[src/tfv_pkg.sv]
// shared types, codes and character helpers for the text frame validator
package tfv_pkg;

	localparam int LEN_W       = 16;
	localparam int OPT_KEY_MAX = 32;

	// beat op codes
	localparam logic [1:0] OP_BYTE = 2'd0;
	localparam logic [1:0] OP_LAST = 2'd1;
	localparam logic [1:0] OP_END  = 2'd2;
	localparam logic [1:0] OP_NOP  = 2'd3;

	// verdict codes
	localparam logic [3:0] ERR_NONE    = 4'd0;
	localparam logic [3:0] ERR_COUNT   = 4'd1;
	localparam logic [3:0] ERR_EMPTY   = 4'd2;
	localparam logic [3:0] ERR_TYPE    = 4'd3;
	localparam logic [3:0] ERR_ID      = 4'd4;
	localparam logic [3:0] ERR_TARGET  = 4'd5;
	localparam logic [3:0] ERR_PAYLOAD = 4'd6;
	localparam logic [3:0] ERR_CTX     = 4'd7;
	localparam logic [3:0] ERR_OPTION  = 4'd8;

	// target kinds
	localparam logic [1:0] TGT_NAMED  = 2'd0;
	localparam logic [1:0] TGT_STAR   = 2'd1;
	localparam logic [1:0] TGT_BROKER = 2'd2;

	// target flag bits
	localparam int TF_FIRST_ALPHA = 0;
	localparam int TF_BAD_CHAR    = 1;
	localparam int TF_STAR        = 2;
	localparam int TF_BROKER_MISS = 3;

	localparam logic [7:0] CH_PIPE   = 8'h7C;
	localparam logic [7:0] CH_LPAR   = 8'h28;
	localparam logic [7:0] CH_RPAR   = 8'h29;
	localparam logic [7:0] CH_COMMA  = 8'h2C;
	localparam logic [7:0] CH_QUEST  = 8'h3F;
	localparam logic [7:0] CH_AMP    = 8'h26;
	localparam logic [7:0] CH_EQ     = 8'h3D;
	localparam logic [7:0] CH_UNDER  = 8'h5F;
	localparam logic [7:0] CH_DASH   = 8'h2D;
	localparam logic [7:0] CH_STAR   = 8'h2A;

	typedef struct packed {
		logic [1:0] op;
		logic [7:0] frame_byte;
	} in_beat_t;

	typedef struct packed {
		logic [3:0]  error_code;
		logic [3:0]  msg_type;
		logic [31:0] msg_id;
		logic [1:0]  target_kind;
		logic [7:0]  arg_count;
		logic [7:0]  option_count;
		logic [7:0]  ctx_ref_count;
	} verdict_t;

	function automatic logic is_upper(logic [7:0] c);
		return c >= 8'h41 && c <= 8'h5A;
	endfunction

	function automatic logic is_alpha(logic [7:0] c);
		return is_upper(c) || (c >= 8'h61 && c <= 8'h7A);
	endfunction

	function automatic logic is_digit(logic [7:0] c);
		return c >= 8'h30 && c <= 8'h39;
	endfunction

	function automatic logic is_forbidden(logic [7:0] c);
		return c == CH_PIPE || c == CH_LPAR || c == CH_RPAR || c == CH_QUEST ||
			c == CH_AMP || c == CH_EQ;
	endfunction

	function automatic logic [LEN_W-1:0] sat_len(logic [LEN_W-1:0] v);
		return (v != '1) ? v + LEN_W'(1) : v;
	endfunction

	// acc * 10 + digit; bit 32 flags a result past 32 bits
	function automatic logic [32:0] dec_step(logic [31:0] acc, logic [7:0] c);
		logic [35:0] w;
		w = {1'b0, acc, 3'b000} + {3'b000, acc, 1'b0} + {32'd0, c[3:0]};
		return {|w[35:32], w[31:0]};
	endfunction

	function automatic logic [7:0] ctx_char(logic [1:0] i);
		case (i)
			2'd0:    return 8'h43;
			2'd1:    return 8'h54;
			2'd2:    return 8'h58;
			default: return 8'h3A;
		endcase
	endfunction

	function automatic logic [7:0] broker_char(logic [2:0] i);
		case (i)
			3'd0:    return 8'h62;
			3'd1:    return 8'h72;
			3'd2:    return 8'h6F;
			3'd3:    return 8'h6B;
			3'd4:    return 8'h65;
			default: return 8'h72;
		endcase
	endfunction

	// three type letters, first letter in the low byte
	localparam logic [23:0] TYPE_WORDS [9] = '{
		24'h4E5953, 24'h4B4341, 24'h514552, 24'h534552, 24'h525245,
		24'h545645, 24'h544C44, 24'h455942, 24'h544248
	};

	// bit 4 set when found, low bits the type index
	function automatic logic [4:0] type_lookup(logic [23:0] w);
		logic [4:0] r;
		r = '0;
		for (int i = 8; i >= 0; i--) begin
			if (w == TYPE_WORDS[i]) r = {1'b1, 4'(i)};
		end
		return r;
	endfunction

endpackage

[src/tfv_stream_if.sv]
// valid/ready channel carrying one payload beat
interface tfv_stream_if #(parameter type T = logic);
	logic valid;
	logic ready;
	T     data;

	modport source (output valid, output data, input ready);
	modport sink (input valid, input data, output ready);
endinterface

[src/text_frame_validator.sv]
// text frame validator top level: input stage, frame scanner, verdict register
//
//  channel      dir  payload                                   beat taken when
//  frame_in     in   op, frame_byte                            valid & ready
//  verdict_out  out  error_code, msg_type, msg_id, target_kind, valid & ready
//                    arg_count, option_count, ctx_ref_count
//
// one byte beat a cycle: a beat sits in the input stage, where the
// scanner updates the frame state with a short byte-wide step (times ten add
// for the id) and, on a frame end, forms the verdict into the output register.
// reset clears the input stage, the frame state and the output register.
// the input stalls only while a frame-end beat waits on a full output register.
module text_frame_validator #(
	parameter int MAX_COUNT      = 255,
	parameter int TARGET_MAX_LEN = 32,
	parameter int OP_MAX_LEN     = 16
) (
	input logic clk,
	input logic arst_n,
	tfv_stream_if.sink   frame_in,
	tfv_stream_if.source verdict_out
);
	import tfv_pkg::*;

	// input stage
	logic     valid_s1;
	in_beat_t beat_s1;

	// output register
	logic     out_valid_q;
	verdict_t out_data_q;

	verdict_t verdict;
	logic     ends_s1;
	logic     out_free;
	logic     adv;

	// frame end beats need a free output slot
	assign ends_s1  = beat_s1.op == OP_LAST || beat_s1.op == OP_END;
	assign out_free = !out_valid_q || verdict_out.ready;
	assign adv      = valid_s1 && (!ends_s1 || out_free);

	assign frame_in.ready    = !valid_s1 || adv;
	assign verdict_out.valid = out_valid_q;
	assign verdict_out.data  = out_data_q;

	always_ff @(posedge clk or negedge arst_n) begin
		if (!arst_n) begin
			valid_s1 <= 1'b0;
		end else if (frame_in.ready) begin
			valid_s1 <= frame_in.valid;
		end
	end

	// payload holds while stalled
	always_ff @(posedge clk) begin
		if (frame_in.ready && frame_in.valid) beat_s1 <= frame_in.data;
	end

	tfv_frame_state #(
		.MAX_COUNT      (MAX_COUNT),
		.TARGET_MAX_LEN (TARGET_MAX_LEN),
		.OP_MAX_LEN     (OP_MAX_LEN)
	) u_state (
		.clk     (clk),
		.arst_n  (arst_n),
		.step    (adv),
		.beat    (beat_s1),
		.verdict (verdict)
	);

	always_ff @(posedge clk or negedge arst_n) begin
		if (!arst_n) begin
			out_valid_q <= 1'b0;
		end else if (adv && ends_s1) begin
			out_valid_q <= 1'b1;
		end else if (verdict_out.ready) begin
			out_valid_q <= 1'b0;
		end
	end

	always_ff @(posedge clk) begin
		if (adv && ends_s1) out_data_q <= verdict;
	end

	// a frame end leaving the input stage lands in the output register
	property p_end_to_out;
		@(posedge clk) disable iff (!arst_n) adv && ends_s1 |=> out_valid_q;
	endproperty
	a_end_to_out: assert property (p_end_to_out) else $error("verdict lost");

	// a held beat in the input stage stays put
	property p_s1_hold;
		@(posedge clk) disable iff (!arst_n)
			valid_s1 && !adv |=> valid_s1 && $stable(beat_s1);
	endproperty
	a_s1_hold: assert property (p_s1_hold) else $error("input stage dropped a beat");

	// an error verdict carries no other content
	property p_err_clean;
		@(posedge clk) disable iff (!arst_n)
			out_valid_q && out_data_q.error_code != ERR_NONE |->
			out_data_q.msg_id == 32'd0 && out_data_q.arg_count == 8'd0 &&
			out_data_q.msg_type == 4'd0 && out_data_q.option_count == 8'd0;
	endproperty
	a_err_clean: assert property (p_err_clean) else $error("error verdict with content");

endmodule

[src/tfv_frame_state.sv]
// per-frame scan state, byte update and end-of-frame verdict
module tfv_frame_state #(
	parameter int MAX_COUNT      = 255,
	parameter int TARGET_MAX_LEN = 32,
	parameter int OP_MAX_LEN     = 16
) (
	input  logic              clk,
	input  logic              arst_n,
	input  logic              step,
	input  tfv_pkg::in_beat_t beat,
	output tfv_pkg::verdict_t verdict
);
	import tfv_pkg::*;

	localparam int CW = $clog2(MAX_COUNT + 1);

	typedef struct packed {
		logic        nonempty;
		logic        forbidden;
		logic        ctx_dead;
		logic        ctx_digits;
		logic        ctx_bad;
		logic [2:0]  ctx_pos;
		logic [31:0] ctx_acc;
	} arg_t;

	typedef struct packed {
		logic             frame_nonempty;
		logic             any_empty;
		logic [2:0]       field_index;
		logic             field_nz;
		logic [23:0]      type_letters;
		logic [2:0]       type_len;
		logic [31:0]      id_acc;
		logic             id_bad;
		logic [3:0]       tflags;
		logic [LEN_W-1:0] tgt_len;
		logic [1:0]       phase;
		logic [LEN_W-1:0] op_len;
		logic             op_bad;
		arg_t             arg;
		logic             args_seen;
		logic [3:0]       first_fail;
		logic [CW-1:0]    n_args;
		logic [CW-1:0]    n_opts;
		logic [CW-1:0]    n_ctx;
		logic [3:0]       snap_code;
		logic [CW-1:0]    snap_args;
		logic [CW-1:0]    snap_ctx;
		logic             tail_any;
		logic             tail_q;
		logic             opt_any;
		logic             opt_fail;
		logic             opt_eq;
		logic             opt_val;
		logic             key_bad;
		logic [LEN_W-1:0] key_len;
	} fstate_t;

	function automatic logic [CW-1:0] sat_cnt(logic [CW-1:0] v);
		return (v < CW'(MAX_COUNT)) ? v + CW'(1) : CW'(MAX_COUNT);
	endfunction

	function automatic logic [3:0] arg_verdict(arg_t a);
		if (!a.nonempty || a.forbidden) return ERR_PAYLOAD;
		if (a.ctx_pos == 3'd4 && !a.ctx_dead && (!a.ctx_digits || a.ctx_bad)) return ERR_CTX;
		return ERR_NONE;
	endfunction

	function automatic logic arg_is_ctx(arg_t a);
		return arg_verdict(a) == ERR_NONE && a.ctx_pos == 3'd4 && !a.ctx_dead;
	endfunction

	function automatic fstate_t arg_byte(fstate_t s, logic [7:0] c);
		fstate_t     r;
		logic [32:0] dd;
		r = s;
		if (c == CH_COMMA) begin
			if (r.first_fail == ERR_NONE) r.first_fail = arg_verdict(s.arg);
			if (arg_is_ctx(s.arg)) r.n_ctx = sat_cnt(s.n_ctx);
			r.n_args = sat_cnt(s.n_args);
			r.arg = '0;
		end else begin
			r.arg.nonempty = 1'b1;
			if (is_forbidden(c)) r.arg.forbidden = 1'b1;
			if (!s.arg.ctx_dead) begin
				if (s.arg.ctx_pos < 3'd4) begin
					if (c == ctx_char(s.arg.ctx_pos[1:0])) r.arg.ctx_pos = s.arg.ctx_pos + 3'd1;
					else r.arg.ctx_dead = 1'b1;
				end else begin
					r.arg.ctx_digits = 1'b1;
					if (!is_digit(c)) begin
						r.arg.ctx_bad = 1'b1;
					end else if (!s.arg.ctx_bad) begin
						dd = dec_step(s.arg.ctx_acc, c);
						r.arg.ctx_acc = dd[31:0];
						if (dd[32]) r.arg.ctx_bad = 1'b1;
					end
				end
			end
		end
		return r;
	endfunction

	function automatic fstate_t option_close(fstate_t s);
		fstate_t r;
		r = s;
		if (!s.opt_eq || s.key_len == '0 || !s.opt_val || s.key_bad ||
			s.key_len > LEN_W'(OPT_KEY_MAX)) r.opt_fail = 1'b1;
		r.n_opts = sat_cnt(s.n_opts);
		r.opt_eq = 1'b0;
		r.opt_val = 1'b0;
		r.key_bad = 1'b0;
		r.key_len = '0;
		return r;
	endfunction

	function automatic fstate_t tail_byte(fstate_t s, logic [7:0] c);
		fstate_t r;
		r = s;
		if (!s.tail_any) begin
			r.tail_any = 1'b1;
			r.tail_q = (c == CH_QUEST);
		end else if (s.tail_q) begin
			r.opt_any = 1'b1;
			if (c == CH_AMP) begin
				r = option_close(r);
			end else if (!s.opt_eq) begin
				if (c == CH_EQ) begin
					r.opt_eq = 1'b1;
				end else begin
					r.key_len = sat_len(s.key_len);
					if (r.key_len == LEN_W'(1) ? !is_alpha(c)
						: !(is_alpha(c) || is_digit(c) || c == CH_UNDER)) r.key_bad = 1'b1;
				end
			end else begin
				r.opt_val = 1'b1;
			end
		end
		return r;
	endfunction

	function automatic fstate_t payload_byte(fstate_t s, logic [7:0] c);
		fstate_t r;
		r = s;
		if (s.phase == 2'd0) begin
			if (c == CH_LPAR) begin
				r.phase = 2'd1;
			end else begin
				r.op_len = sat_len(s.op_len);
				if (r.op_len == LEN_W'(1) ? !is_upper(c)
					: !(is_upper(c) || is_digit(c) || c == CH_UNDER)) r.op_bad = 1'b1;
			end
		end else if (c == CH_RPAR) begin
			// snapshot of the arg list as if it closed here
			if (!s.args_seen) begin
				r.snap_code = ERR_NONE;
				r.snap_args = '0;
				r.snap_ctx  = '0;
			end else begin
				r.snap_code = (s.first_fail != ERR_NONE) ? s.first_fail : arg_verdict(s.arg);
				r.snap_args = sat_cnt(s.n_args);
				r.snap_ctx  = arg_is_ctx(s.arg) ? sat_cnt(s.n_ctx) : s.n_ctx;
			end
			r.args_seen = 1'b1;
			r = arg_byte(r, c);
			r.phase = 2'd2;
			r.tail_any = 1'b0;
			r.tail_q = 1'b0;
			r.opt_any = 1'b0;
			r.opt_fail = 1'b0;
			r.opt_eq = 1'b0;
			r.opt_val = 1'b0;
			r.key_bad = 1'b0;
			r.key_len = '0;
			r.n_opts = '0;
		end else begin
			r.args_seen = 1'b1;
			r = arg_byte(r, c);
			if (s.phase == 2'd2) r = tail_byte(r, c);
		end
		return r;
	endfunction

	function automatic fstate_t frame_byte_in(fstate_t s, logic [7:0] c);
		fstate_t     r;
		logic [32:0] dd;
		r = s;
		r.frame_nonempty = 1'b1;
		if (c == CH_PIPE) begin
			if (!s.field_nz) r.any_empty = 1'b1;
			r.field_nz = 1'b0;
			if (s.field_index < 3'd4) r.field_index = s.field_index + 3'd1;
		end else begin
			r.field_nz = 1'b1;
			case (s.field_index)
				3'd0: begin
					if (s.type_len < 3'd3) r.type_letters[s.type_len[1:0]*8 +: 8] = c;
					if (s.type_len < 3'd4) r.type_len = s.type_len + 3'd1;
				end
				3'd1: begin
					if (!is_digit(c)) begin
						r.id_bad = 1'b1;
					end else if (!s.id_bad) begin
						dd = dec_step(s.id_acc, c);
						r.id_acc = dd[31:0];
						if (dd[32]) r.id_bad = 1'b1;
					end
				end
				3'd2: begin
					r.tgt_len = sat_len(s.tgt_len);
					if (r.tgt_len == LEN_W'(1)) begin
						if (is_alpha(c)) r.tflags[TF_FIRST_ALPHA] = 1'b1;
						if (c == CH_STAR) r.tflags[TF_STAR] = 1'b1;
					end
					if (!(is_alpha(c) || is_digit(c) || c == CH_UNDER || c == CH_DASH))
						r.tflags[TF_BAD_CHAR] = 1'b1;
					if (r.tgt_len <= LEN_W'(6) && c != broker_char(3'(s.tgt_len)))
						r.tflags[TF_BROKER_MISS] = 1'b1;
				end
				3'd3: r = payload_byte(r, c);
				default: ;
			endcase
		end
		return r;
	endfunction

	fstate_t st_q, ns, oc;
	logic [4:0] tmatch;
	logic       star, broker, named;
	logic [3:0] code;
	logic [CW-1:0] nopts;

	always_comb begin
		ns = st_q;
		if (beat.op == OP_BYTE || beat.op == OP_LAST) ns = frame_byte_in(st_q, beat.frame_byte);
	end

	always_comb begin
		tmatch = type_lookup(ns.type_letters);
		star   = ns.tgt_len == LEN_W'(1) && ns.tflags[TF_STAR];
		broker = ns.tgt_len == LEN_W'(6) && !ns.tflags[TF_BROKER_MISS];
		named  = ns.tgt_len <= LEN_W'(TARGET_MAX_LEN) && ns.tflags[TF_FIRST_ALPHA] &&
			!ns.tflags[TF_BAD_CHAR];
		oc     = option_close(ns);
		nopts  = '0;
		if (!ns.frame_nonempty || ns.field_index != 3'd3) code = ERR_COUNT;
		else if (ns.any_empty || !ns.field_nz) code = ERR_EMPTY;
		else if (!(ns.type_len == 3'd3 && tmatch[4])) code = ERR_TYPE;
		else if (ns.id_bad) code = ERR_ID;
		else if (!(star || broker || named)) code = ERR_TARGET;
		else if (ns.phase != 2'd2 || ns.op_len < LEN_W'(2) ||
			ns.op_len > LEN_W'(OP_MAX_LEN) || ns.op_bad) code = ERR_PAYLOAD;
		else if (ns.tail_any && !ns.tail_q) code = ERR_PAYLOAD;
		else if (ns.snap_code != ERR_NONE) code = ns.snap_code;
		else if (ns.tail_any) begin
			if (!ns.opt_any || oc.opt_fail) code = ERR_OPTION;
			else code = ERR_NONE;
			nopts = oc.n_opts;
		end else code = ERR_NONE;

		verdict = '0;
		verdict.error_code = code;
		if (code == ERR_NONE) begin
			verdict.msg_type      = tmatch[3:0];
			verdict.msg_id        = ns.id_acc;
			verdict.target_kind   = star ? TGT_STAR : (broker ? TGT_BROKER : TGT_NAMED);
			verdict.arg_count     = 8'(ns.snap_args);
			verdict.option_count  = 8'(nopts);
			verdict.ctx_ref_count = 8'(ns.snap_ctx);
		end
	end

	always_ff @(posedge clk or negedge arst_n) begin
		if (!arst_n) begin
			st_q <= '0;
		end else if (step) begin
			if (beat.op == OP_LAST || beat.op == OP_END) st_q <= '0;
			else st_q <= ns;
		end
	end

	property p_index_sat;
		@(posedge clk) disable iff (!arst_n) st_q.field_index <= 3'd4;
	endproperty
	a_index_sat: assert property (p_index_sat) else $error("field index past four");

	property p_end_clears;
		@(posedge clk) disable iff (!arst_n)
			step && (beat.op == OP_LAST || beat.op == OP_END) |=> st_q == '0;
	endproperty
	a_end_clears: assert property (p_end_clears) else $error("state not cleared at frame end");

	property p_ctx_pos;
		@(posedge clk) disable iff (!arst_n) st_q.arg.ctx_pos <= 3'd4;
	endproperty
	a_ctx_pos: assert property (p_ctx_pos) else $error("context prefix position overrun");

endmodule

[src/flat_wrapper.sv]
// flat-port wrapper written by rule: the top's interface ports become plain ports
module text_frame_validator_flat import tfv_pkg::*;
#(
	parameter int MAX_COUNT      = 255,
	parameter int TARGET_MAX_LEN = 32,
	parameter int OP_MAX_LEN     = 16
)
  (clk, arst_n, frame_in_valid, frame_in_data, frame_in_ready, verdict_out_valid, verdict_out_data, verdict_out_ready);
  tfv_stream_if #(.T(in_beat_t)) frame_in_i ();
  tfv_stream_if #(.T(verdict_t)) verdict_out_i ();
  input logic clk;
  input logic arst_n;
  input wire logic [$bits(frame_in_i.valid)-1:0] frame_in_valid;
  input wire logic [$bits(frame_in_i.data)-1:0] frame_in_data;
  output wire logic [$bits(frame_in_i.ready)-1:0] frame_in_ready;
  output wire logic [$bits(verdict_out_i.valid)-1:0] verdict_out_valid;
  output wire logic [$bits(verdict_out_i.data)-1:0] verdict_out_data;
  input wire logic [$bits(verdict_out_i.ready)-1:0] verdict_out_ready;
  assign frame_in_i.valid = frame_in_valid;
  assign frame_in_i.data = frame_in_data;
  assign frame_in_ready = frame_in_i.ready;
  assign verdict_out_valid = verdict_out_i.valid;
  assign verdict_out_data = verdict_out_i.data;
  assign verdict_out_i.ready = verdict_out_ready;
  text_frame_validator #(.MAX_COUNT(MAX_COUNT), .TARGET_MAX_LEN(TARGET_MAX_LEN), .OP_MAX_LEN(OP_MAX_LEN)) u_core (.clk(clk), .arst_n(arst_n), .frame_in(frame_in_i), .verdict_out(verdict_out_i));
endmodule
[config.mk]
export PLATFORM = sky130hd
export DESIGN_NAME = text_frame_validator_flat
export DESIGN_NICKNAME = d
export VERILOG_FILES = /design/src/tfv_pkg.sv /design/src/tfv_stream_if.sv /design/src/text_frame_validator.sv /design/src/tfv_frame_state.sv /design/src/flat_wrapper.sv
export SDC_FILE = /design/constraint.sdc
export NUM_CORES = 1
export LEC_CHECK = 0
export BUFFER_PORTS_ARGS = -buffer_cell sky130_fd_sc_hd__buf_2
export CORE_ASPECT_RATIO = 0.5
export CORE_UTILIZATION = 60
export DETAILED_ROUTE_END_ITERATION = 10
export PLACE_DENSITY = 0.79
export SYNTH_ARGS = -nofsm -noshare
export SYNTH_HDL_FRONTEND = slang
export SYNTH_SLANG_ARGS = --single-unit
[constraint.sdc]
create_clock -name clk -period 7.5 [get_ports clk]
set_input_delay 1.5 -clock clk [delete_from_list [all_inputs] [get_ports clk]]
set_output_delay 1.5 -clock clk [all_outputs]
set_load 0.1 [all_outputs]
Yosys cells after proc, flatten, opt, wreduce, memory -nomap -nowiden
Cells that the tools add are included.
{ "word_totals": {"regBits": 295} }
{ "classes": {"muxes": 271, "n_eq_ne": 53, "order_cmp": 20, "bitwise_logic": 4, "n_addsub": 15, "n_reduce_logical": 106, "n_shift": 2} }
{ "ops": {"columns": ["cell", "n"], "rows": [
  ["2-to-1 mux 217 bit", 11],
  ["2-to-1 mux 40 bit", 8],
  ["2-to-1 mux 4 bit", 66],
  ["2-to-1 mux 8 bit", 30],
  ["equality test 24 x 23 -> 1 bit, second input constant", 9],
  ["2-to-1 mux 211 bit", 1],
  ["2-to-1 mux 194 bit", 1],
  ["2-to-1 mux 131 bit", 1],
  ["2-to-1 mux 32 bit", 4],
  ["2-to-1 mux 112 bit", 1],
  ["2-to-1 mux 1 bit", 98],
  ["2-to-1 mux 86 bit", 1],
  ["2-to-1 mux 12 bit", 7],
  ["2-to-1 mux 38 bit", 2],
  ["adder 35 x 33 -> 36 bit", 2],
  ["adder 36 x 4 -> 36 bit", 2],
  ["case mux 33 bit (2 select lines)", 1],
  ["equality test 16 x 1 -> 1 bit, second input constant", 4],
  ["equality test 8 x 6 -> 1 bit, second input constant", 8],
  ["2-to-1 mux 59 bit", 1],
  ["case mux 27 bit (2 select lines)", 1],
  ["2-to-1 mux 17 bit", 3],
  ["2-to-1 mux 5 bit", 10],
  ["adder 16 x 1 -> 16 bit, second input constant", 3],
  ["other kinds (65)", 196]
]} }

Depth between registers and ports, before layout
Gate-level depths: netlist (run 1).
{ "depth": {"depth_word": 70, "ltp_mapped": 18} }

By module
Synthesis (run 1) repeated with hierarchy kept, for this count alone.
{ "hier_totals": {"hier_cells": 2449, "area_unflattened_um2": 21430.6} }
{ "modules_own_cells": {"columns": ["mod", "area_each_um2", "seq_area_each_um2", "instances", "cells_per_inst"], "rows": [
  ["tfv_frame_state", 19025.7, 5380.2, 1, 2362],
  ["text_frame_validator", 2404.8, 2332.2, 1, 87]
]} }

Least setup slack after synthesis (run 1)
OpenSTA, ideal clock, no wires.
{ "synth_path": {"kind": "reg-to-reg", "startpoint": "register u_core.u_state.st_q[166] in the netlist's numbering", "endpoint": "register u_core.out_data_q, in the netlist u_core.verdict_out.data[10] (data pin)", "path_stages_with_launch": 16, "synth_period_minus_slack_ns": 4.518, "path_slack_ns": 2.982, "arrival_ns": 4.347, "path_cell_list": "dfrtp_1 ha_1 ha_1 a21oi_1 inv_1 o31a_1 or4_1 o21a_1 or4_1 a2111oi_0 o211ai_1 nand2b_4 or4_4 buf_6 buf_6 a211oi_1"} }
{ "synth_between": {"elab_chain_cells": 16} }
{ "synth_lines": {"columns": ["item", "line", "text"], "rows": [
  ["start, declared", "tfv_frame_state.sv:228", "fstate_t st_q, ns, oc;"],
  ["start signal, assigned", "tfv_frame_state.sv:279", "else st_q <= ns;"],
  ["adder 35 x 33 -> 36 bit (*)", "tfv_pkg.sv:85", "w = {1'b0, acc, 3'b000} + {3'b000, acc, 1'b0} + {32'd0, c[3:0]};"],
  ["adder 36 x 4 -> 36 bit (*)", "tfv_pkg.sv:85", null],
  ["OR reduction 4 bit (*)", "tfv_pkg.sv:86", "return {|w[35:32], w[31:0]};"],
  ["2-to-1 mux 1 bit (*)", "tfv_frame_state.sv:207", "if (dd[32]) r.id_bad = 1'b1;"],
  ["2-to-1 mux 33 bit (*)", "tfv_frame_state.sv:204", "end else if (!s.id_bad) begin"],
  ["2-to-1 mux 1 bit (*)", "tfv_frame_state.sv:202", "if (!is_digit(c)) begin"],
  ["case mux 33 bit (2 select lines) (*)", "tfv_frame_state.sv:196", "case (s.field_index)"],
  ["2-to-1 mux 211 bit (*)", "tfv_frame_state.sv:190", "if (c == CH_PIPE) begin"],
  ["2-to-1 mux 217 bit (*)", "tfv_frame_state.sv:236", "if (beat.op == OP_BYTE || beat.op == OP_LAST) ns = frame_byte_in(st_q, beat.frame_byte);"],
  ["2-to-1 mux 4 bit", "tfv_frame_state.sv:250", "else if (ns.id_bad) code = ERR_ID;"],
  ["2-to-1 mux 4 bit", "tfv_frame_state.sv:249", "else if (!(ns.type_len == 3'd3 && tmatch[4])) code = ERR_TYPE;"],
  ["2-to-1 mux 4 bit", "tfv_frame_state.sv:248", "else if (ns.any_empty || !ns.field_nz) code = ERR_EMPTY;"],
  ["2-to-1 mux 4 bit", "tfv_frame_state.sv:247", "if (!ns.frame_nonempty || ns.field_index != 3'd3) code = ERR_COUNT;"],
  ["logical NOT 4 bit", "tfv_frame_state.sv:264", "if (code == ERR_NONE) begin"],
  ["inverter 1 bit (no line)", null, null],
  ["OR reduction 10 bit (no line) (*)", null, null],
  ["end signal, assigned", "text_frame_validator.sv:83", "if (adv && ends_s1) out_data_q <= verdict;"],
  ["end, declared", "text_frame_validator.sv:31", "verdict_t out_data_q;"]
]} }
Mark *: on every way between the ends. The rest lies on a longest branch, timed or not. The select of a mux whose other input is x is not followed.
A chain may end at the register's enable or synchronous reset.

Worst setup path after layout (run 1)
{ "layout_path": {"startpoint": "register u_core.beat_s1[9] in the netlist's numbering", "endpoint": "register u_core.out_data_q, in the netlist u_core.verdict_out.data[15] (data pin)"} }
{ "layout_between": {"elab_chain_cells": 23} }
{ "layout_lines": {"columns": ["item", "line", "text"], "rows": [
  ["start, declared", "text_frame_validator.sv:27", "in_beat_t beat_s1;"],
  ["start signal, assigned", "text_frame_validator.sv:57", "if (frame_in.ready && frame_in.valid) beat_s1 <= frame_in.data;"],
  ["equality test 2 x 1 -> 1 bit / logical NOT 2 bit (equally long branches)", "tfv_frame_state.sv:236", null],
  ["logical OR 1 bit (*)", "tfv_frame_state.sv:236", null],
  ["2-to-1 mux 217 bit (*)", "tfv_frame_state.sv:236", null],
  ["branches (longest 20 deep; another with > comparator 16 x 6 -> 1 bit)", null, null]
]} }
Mark *: on every way between the ends. The select of a mux whose other input is x is not followed.

==> flow_summary.toml, run 1 <==
[critical_path]
cp_cell_sequence = "inv_1 -> ha_1 -> o21ba_2 -> o31ai_1 -> buf_4 -> nor3_1 -> and3_1 -> a31oi_1 -> a2111oi_1 -> a311oi_1 -> a311oi_1 -> nand3b_1 -> or4_4 -> a2111oi_2"
crit_type = "register to register"
worstReg2RegEnd = "u_core.verdict_out.data[15]"
slowest_stage = "nor3_1"
cp_data_arrival_time_ns = 6.26
worstSetupEndpointType = "register"
r2r-start = "u_core.beat_s1[9]"
path_max_fanout = 62
critical-path-max-stage-delay_ns = 0.96
startpoint_type = "register"
r2r_slack_ns = 1.61
required_ns = 7.86
cp_common_cell = "a311oi_1"
reg2regPathDepth = 14

[grt]
grt_max_degree = 111
grt_pass1_wl_um = 97100
antenna_found_initial = 0
grt_pass1_vias = 18536
gr-usage-all-layers = 0.325
overflow = 0

[outcome]
status = "completed"

[finish]
final_nets = 2691
fillers = 2944
drive_gt1_frac = 0.0799
regArea_um2 = 7710
final_cell_mix = "nand2_1 (305), nor2_1 (220), dfrtp_1 (217)"
num_antenna_cells = 0
area_growth_syn_to_layout_pct = 7.19
layout.cells.non_filler = 3016
final_common_cell = "nand2_1"
multi_input_area_um2 = 12900

[sta]
max_freq_ghz = 0.170
worst_pin_slew_ns = 1.21
finalCritPeriodShare = 0.786
hold_viol = 0
slew_viol_final = 0
slew_headroom = 0.186
finalClockSkew_ns = 0.0340
setup_viol = 0
grt_setup_unrepaired = "no"
fin_setup_tns_ns = 0
fin_crit_ns = 5.89

[clock_tree]
clkSinkCount = 293
path_clk_slew_ns = 0.07
clk_latency_ns = 0.58
postCtsHoldBufs = 0
cts-htree-levels = 1
ctsResizeCount = 0
numCtsBuffers = 27
clock_path_buffers = 3
postCtsSetupBuffers = 0
clock-root-buffer = "clkbuf_16"
cts_tree = "built"

[yosys]
syn_inst = 2533
syn-num-nets = 2704
synth_seq_cells = 293
yosys_warnings = 0
synth_area_per_cell_um2 = 8.48
synth_ff_type = "dfrtp_1"
seq_area_frac_synth = 0.359
async_flop_share = 0.741
ys_types = 91
synth-edff-count = 76
netlist_area_um2 = 21500

[routing]
num_vias = 20024
wl_um = 60000
via_per_inst = 6.64
met2WireLength_um = 26600
top_layer = "met4"
ant_nets = 0
post_drt_wl_per_cell_um = 19.9
route.detailed.drc = 0
drt-initial-drc-count = 2107
drt-met1-wl_um = 26700
firstDrtPassIters = 6
wl_met3_um = 5280

[power_and_ir_drop]
netSwitchingPower_mw = 1.68
p_leak_nw = 9.54
p_comb_frac = 0.275
intPower_mw = 2.93
seq_power_share = 0.408
powerDensity_nw_per_um2 = 200
p_sw_frac = 0.365
ir_drop_mv = 0.179
clockPowerShare = 0.317

[min_path]
hold_end = "u_core.u_state.st_q[30]"
hold_class = "register to register"
hp-start = "u_core.u_state.st_q[30]"
holdPathStages = 2

[die]
die_area_um2 = 36600
io_pins = 82
fp.dieW_um = 270
die_h_um = 136
start_util = 0.617
core_um2 = 34800
rows = 48

[place]
gp_congestion = 0.978
hpwl_um = 41700
placed_cells = 2966
port_buffers = 81

[flow_run]
drv_cap = 0
[final cells by class]
type,count,share of cell area
clock buffers,36,0.0321
well taps,475,0.0258
clock inverters,14,0.00739
flip-flops and latches,293,0.335
inverters,67,0.0110
repair buffers,108,0.0268
multi-input cells,2023,0.562
[cells by family (layout without fill, tap and decap cells)]
group,after synthesis,in the layout,synth area share
compound gates,785,785,0.238
xor+xnor,79,79,0.0322
fa+ha+maj,157,157,0.0928
buf+inv,217,225,0.0398
flops,293,293,0.359
mux,26,26,0.0128
simple gates,976,976,0.226
[layer usage]
layer | vias up | track usage
li1 | 9392 | -
met1 | 9593 | 0.469
met2 | 909 | 0.510
met3 | 130 | 0.0500
met4 | 0 | 0.0878
met5 | - | 0
[critical path: cells and delay by family (launching register included)]
| family | cells | cell delay [ns] |
|---|---|---|
| fa+ha+maj | 1 | 0.19 |
| compound gates | 7 | 2.34 |
| flops | 1 | 0.39 |
| buf+inv | 2 | 0.29 |
| simple gates | 4 | 2.42 |
[registers in the layout, summed over array words and instances, names as in the netlist]
register	count
u_core.verdict_out.data	66
u_core.valid_s1	1
u_core.u_state.st_q	215
u_core.beat_s1	10
u_core.verdict_out.valid	1
[worst max-delay path by stage]
stage                                  start                     endpoint  slack [ns]
floorplan           u_core.u_state.st_q[166]  u_core.verdict_out.data[10]        2.98
global placement           u_core.beat_s1[8]  u_core.verdict_out.data[15]        1.94
detailed placement         u_core.beat_s1[9]  u_core.verdict_out.data[15]        1.83
CTS                        u_core.beat_s1[9]  u_core.verdict_out.data[15]        1.76
global route               u_core.beat_s1[9]  u_core.verdict_out.data[15]        1.36
finish                     u_core.beat_s1[9]  u_core.verdict_out.data[15]        1.61
[power groups by stage]
stage / sequential [mW] / combinational, mW / clock (mW)
2_1_floorplan: 2.10 / 0.726 / 0
3_3_place_gp: 1.90 / 1.22 / 0
3_5_place_dp: 1.90 / 1.25 / 0
4_1_cts: 1.87 / 1.25 / 1.48
5_1_grt: 1.89 / 1.38 / 1.53
6_report: 1.88 / 1.26 / 1.46
[per-stage QoR]
stage               total power [mW]  instance area, µm²  utilization  hold slack [ns]  setup WS (ns)
finish                          4.60               23000        0.661            0.486           1.61
global route                    4.80               23000        0.661            0.500           1.36
CTS                             4.60               23000        0.661            0.487           1.76
detailed placement              3.15               22100        0.635            0.471           1.83
global placement                3.12               22100        0.635            0.455           1.94
floorplan                       2.83               21500            -            0.442           2.98
[Yosys cell counts (all sizes together), types with 21 or more instances]
| library cell | n | area (µm²) |
|---|---|---|
| nor2 | 221 | 830 |
| nand4 | 36 | 240 |
| nand2b | 21 | 139 |
| inv | 67 | 251 |
| a21oi | 176 | 881 |
| edfxtp | 76 | 2280 |
| and2 | 28 | 175 |
| and3 | 37 | 231 |
| xor2 | 29 | 254 |
| ha | 153 | 1910 |
| a41oi | 21 | 184 |
| a211oi | 34 | 270 |
| clkbuf | 127 | 477 |
| or3 | 21 | 131 |
| dfrtp | 217 | 5430 |
| o31ai | 21 | 158 |
| nor4 | 43 | 269 |
| nor3 | 72 | 370 |
| a21o | 31 | 233 |
| xnor2 | 50 | 438 |
| o21ai | 220 | 1100 |
| a21boi | 23 | 173 |
| buf | 23 | 128 |
| nand3 | 76 | 380 |
| nand2 | 306 | 1150 |
| a22o | 57 | 499 |
| nor2b | 26 | 163 |
| a31oi | 43 | 269 |
Power figures use the tool's default switching activity.
==> run 2: changes to the inputs <==
- clock period: 7.5 -> 5.7 ns (I/O delays scaled with it)
==> run 2 against run 1 <==
Compared with the run above: clock skew decreased by 0.0035 ns; final cell count up 0.76%; core utilization rose by 0.55 points; clock-buffer cell count rose by 2; global-route usage is 0.27 points higher; first-iteration DRC count rose by 9.1%; maximum frequency is 14% higher; sequential share of layout area is 0.28 points lower; power is 32% higher; non-clock buffer count rose by 20; critical endpoint is now u_core.verdict_out.data[58]; largest power group unchanged.
==> flow_summary.toml, run 2 (synthesis gave the netlist of run 1 again) <==
[routing]
wl_um = 60600
firstDrtPassIters = 6
route.detailed.drc = 0
ant_nets = 0
drt-initial-drc-count = 2298
via_per_inst = 6.62
num_vias = 20131
post_drt_wl_per_cell_um = 20.0

[clock_tree]
ctsResizeCount = 0
postCtsSetupBuffers = 0
clock_path_buffers = 3
clk_latency_ns = 0.59
numCtsBuffers = 28
cts_tree = "built"
clock-root-buffer = "clkbuf_16"
path_clk_slew_ns = 0.07
cts-htree-levels = 1
clkSinkCount = 293
postCtsHoldBufs = 0

[sta]
worst_pin_slew_ns = 1.10
fin_crit_ns = 5.18
finalClockSkew_ns = 0.0305
slew_viol_final = 0
whs_ns = 0.484
grt_setup_unrepaired = "no"
setup_viol = 0
slew_headroom = 0.270
hold_viol = 0
max_freq_ghz = 0.193
finalCritPeriodShare = 0.908
fin_setup_tns_ns = 0

[critical_path]
slowest_stage = "or4_4"
r2r-start = "u_core.u_state.st_q[162]"
reg2regPathDepth = 14
crit_type = "register to register"
worstReg2RegEnd = "u_core.verdict_out.data[58]"
worstSetupEndpointType = "register"
critical-path-max-stage-delay_ns = 0.81
cp_top_family = "simple AND/OR/NAND/NOR gates"
r2r_slack_ns = 0.52
startpoint_type = "register"
cp.buffers_inverters = 1
required_ns = 6.12
cp_cell_sequence = "ha_1 -> ha_1 -> a211oi_2 -> nor2_1 -> o31a_1 -> or4_1 -> o21a_1 -> or4_1 -> a2111oi_0 -> o211ai_1 -> nand2b_4 -> or4_4 -> buf_12 -> a31oi_1"
path_max_fanout = 44
cp_data_arrival_time_ns = 5.60

[outcome]
status = "completed"

[finish]
area_growth_syn_to_layout_pct = 8.08
max_flop_register = "u_core.u_state.st_q"
layout.cells.non_filler = 3039
final_cell_mix = "nand2_1 (305), nor2_1 (220), dfrtp_1 (217)"
largest_register_ffs = 215
final_common_cell = "nand2_1"
drive_gt1_frac = 0.0874
final_nets = 2712

[place]
hpwl_um = 42800
port_buffers = 81
gp_congestion = 1.02
placed_cells = 2986

[die]
fp.dieW_um = 270
rows = 48
core_um2 = 34800
die_h_um = 136
die_area_um2 = 36600
start_util = 0.617
io_pins = 82

[grt]
overflow = 0
gr-usage-all-layers = 0.328
antenna_found_initial = 3
grt_pass1_vias = 18754
grt_pass1_wl_um = 98000
grt_max_degree = 108

[flow_run]
drv_cap = 0

[power_and_ir_drop]
powerDensity_nw_per_um2 = 262
seq_power_share = 0.404
intPower_mw = 3.86
clockPowerShare = 0.318
finalPower_mw = 6.09
p_leak_nw = 9.65
p_sw_frac = 0.366
p_comb_frac = 0.279
netSwitchingPower_mw = 2.23
ir_drop_mv = 0.254

[min_path]
hold_class = "register to register"
hp-start = "u_core.u_state.st_q[108]"
holdPathStages = 1
hold_end = "u_core.u_state.st_q[108]"
run 2: metrics by stage:
step | worst slack, ns | area (µm²) | util
2_1_floorplan | 1.18 | 21500 | -
3_3_place_gp | 0.669 | 22300 | 0.640
3_5_place_dp | 0.587 | 22300 | 0.640
4_1_cts | 0.527 | 23200 | 0.667
5_1_grt | 0.328 | 23200 | 0.667
6_report | 0.525 | 23200 | 0.667
run 2: how the worst max path moves through the flow:
stage | from | endpoint | slack, ns | cells after the start
after floorplan | u_core.u_state.st_q[166] | u_core.verdict_out.data[10] | 1.18 | 15
after global placement | u_core.u_state.st_q[166] | u_core.verdict_out.data[58] | 0.67 | 14
after detailed placement | u_core.u_state.st_q[162] | u_core.verdict_out.data[61] | 0.59 | 14
after CTS | u_core.u_state.st_q[162] | u_core.verdict_out.data[58] | 0.53 | 14
after global routing | u_core.u_state.st_q[162] | u_core.verdict_out.data[58] | 0.33 | 14
final | u_core.u_state.st_q[162] | u_core.verdict_out.data[58] | 0.52 | 14
run 2: routing by layer:
| metal | GRT usage | wire length (µm) |
|---|---|---|
| met5 | 0 | 25 |
| met2 | 0.518 | 26700 |
| met3 | 0.0711 | 5800 |
| met1 | 0.455 | 26600 |
| met4 | 0.0944 | 1530 |
run 2: power by group through the flow:
stage / Clock [mW] / Combinational (mW) / Sequential, mW
floorplan: 0 / 0.955 / 2.76
global placement: 0 / 1.63 / 2.49
detailed placement: 0 / 1.67 / 2.50
CTS: 1.95 / 1.68 / 2.46
global route: 2.03 / 1.84 / 2.48
finish: 1.94 / 1.70 / 2.46
run 2: cell type report:
| class | count | area [µm²] |
|---|---|---|
| multi-input cells | 2023 | 12900 |
| well taps | 475 | 594 |
| clock buffers | 38 | 778 |
| flip-flops and latches | 293 | 7710 |
| clock inverters | 14 | 150 |
| diodes | 1 | 2.50 |
| fillers | 2880 | 11600 |
| repair buffers | 128 | 781 |
| inverters | 67 | 253 |
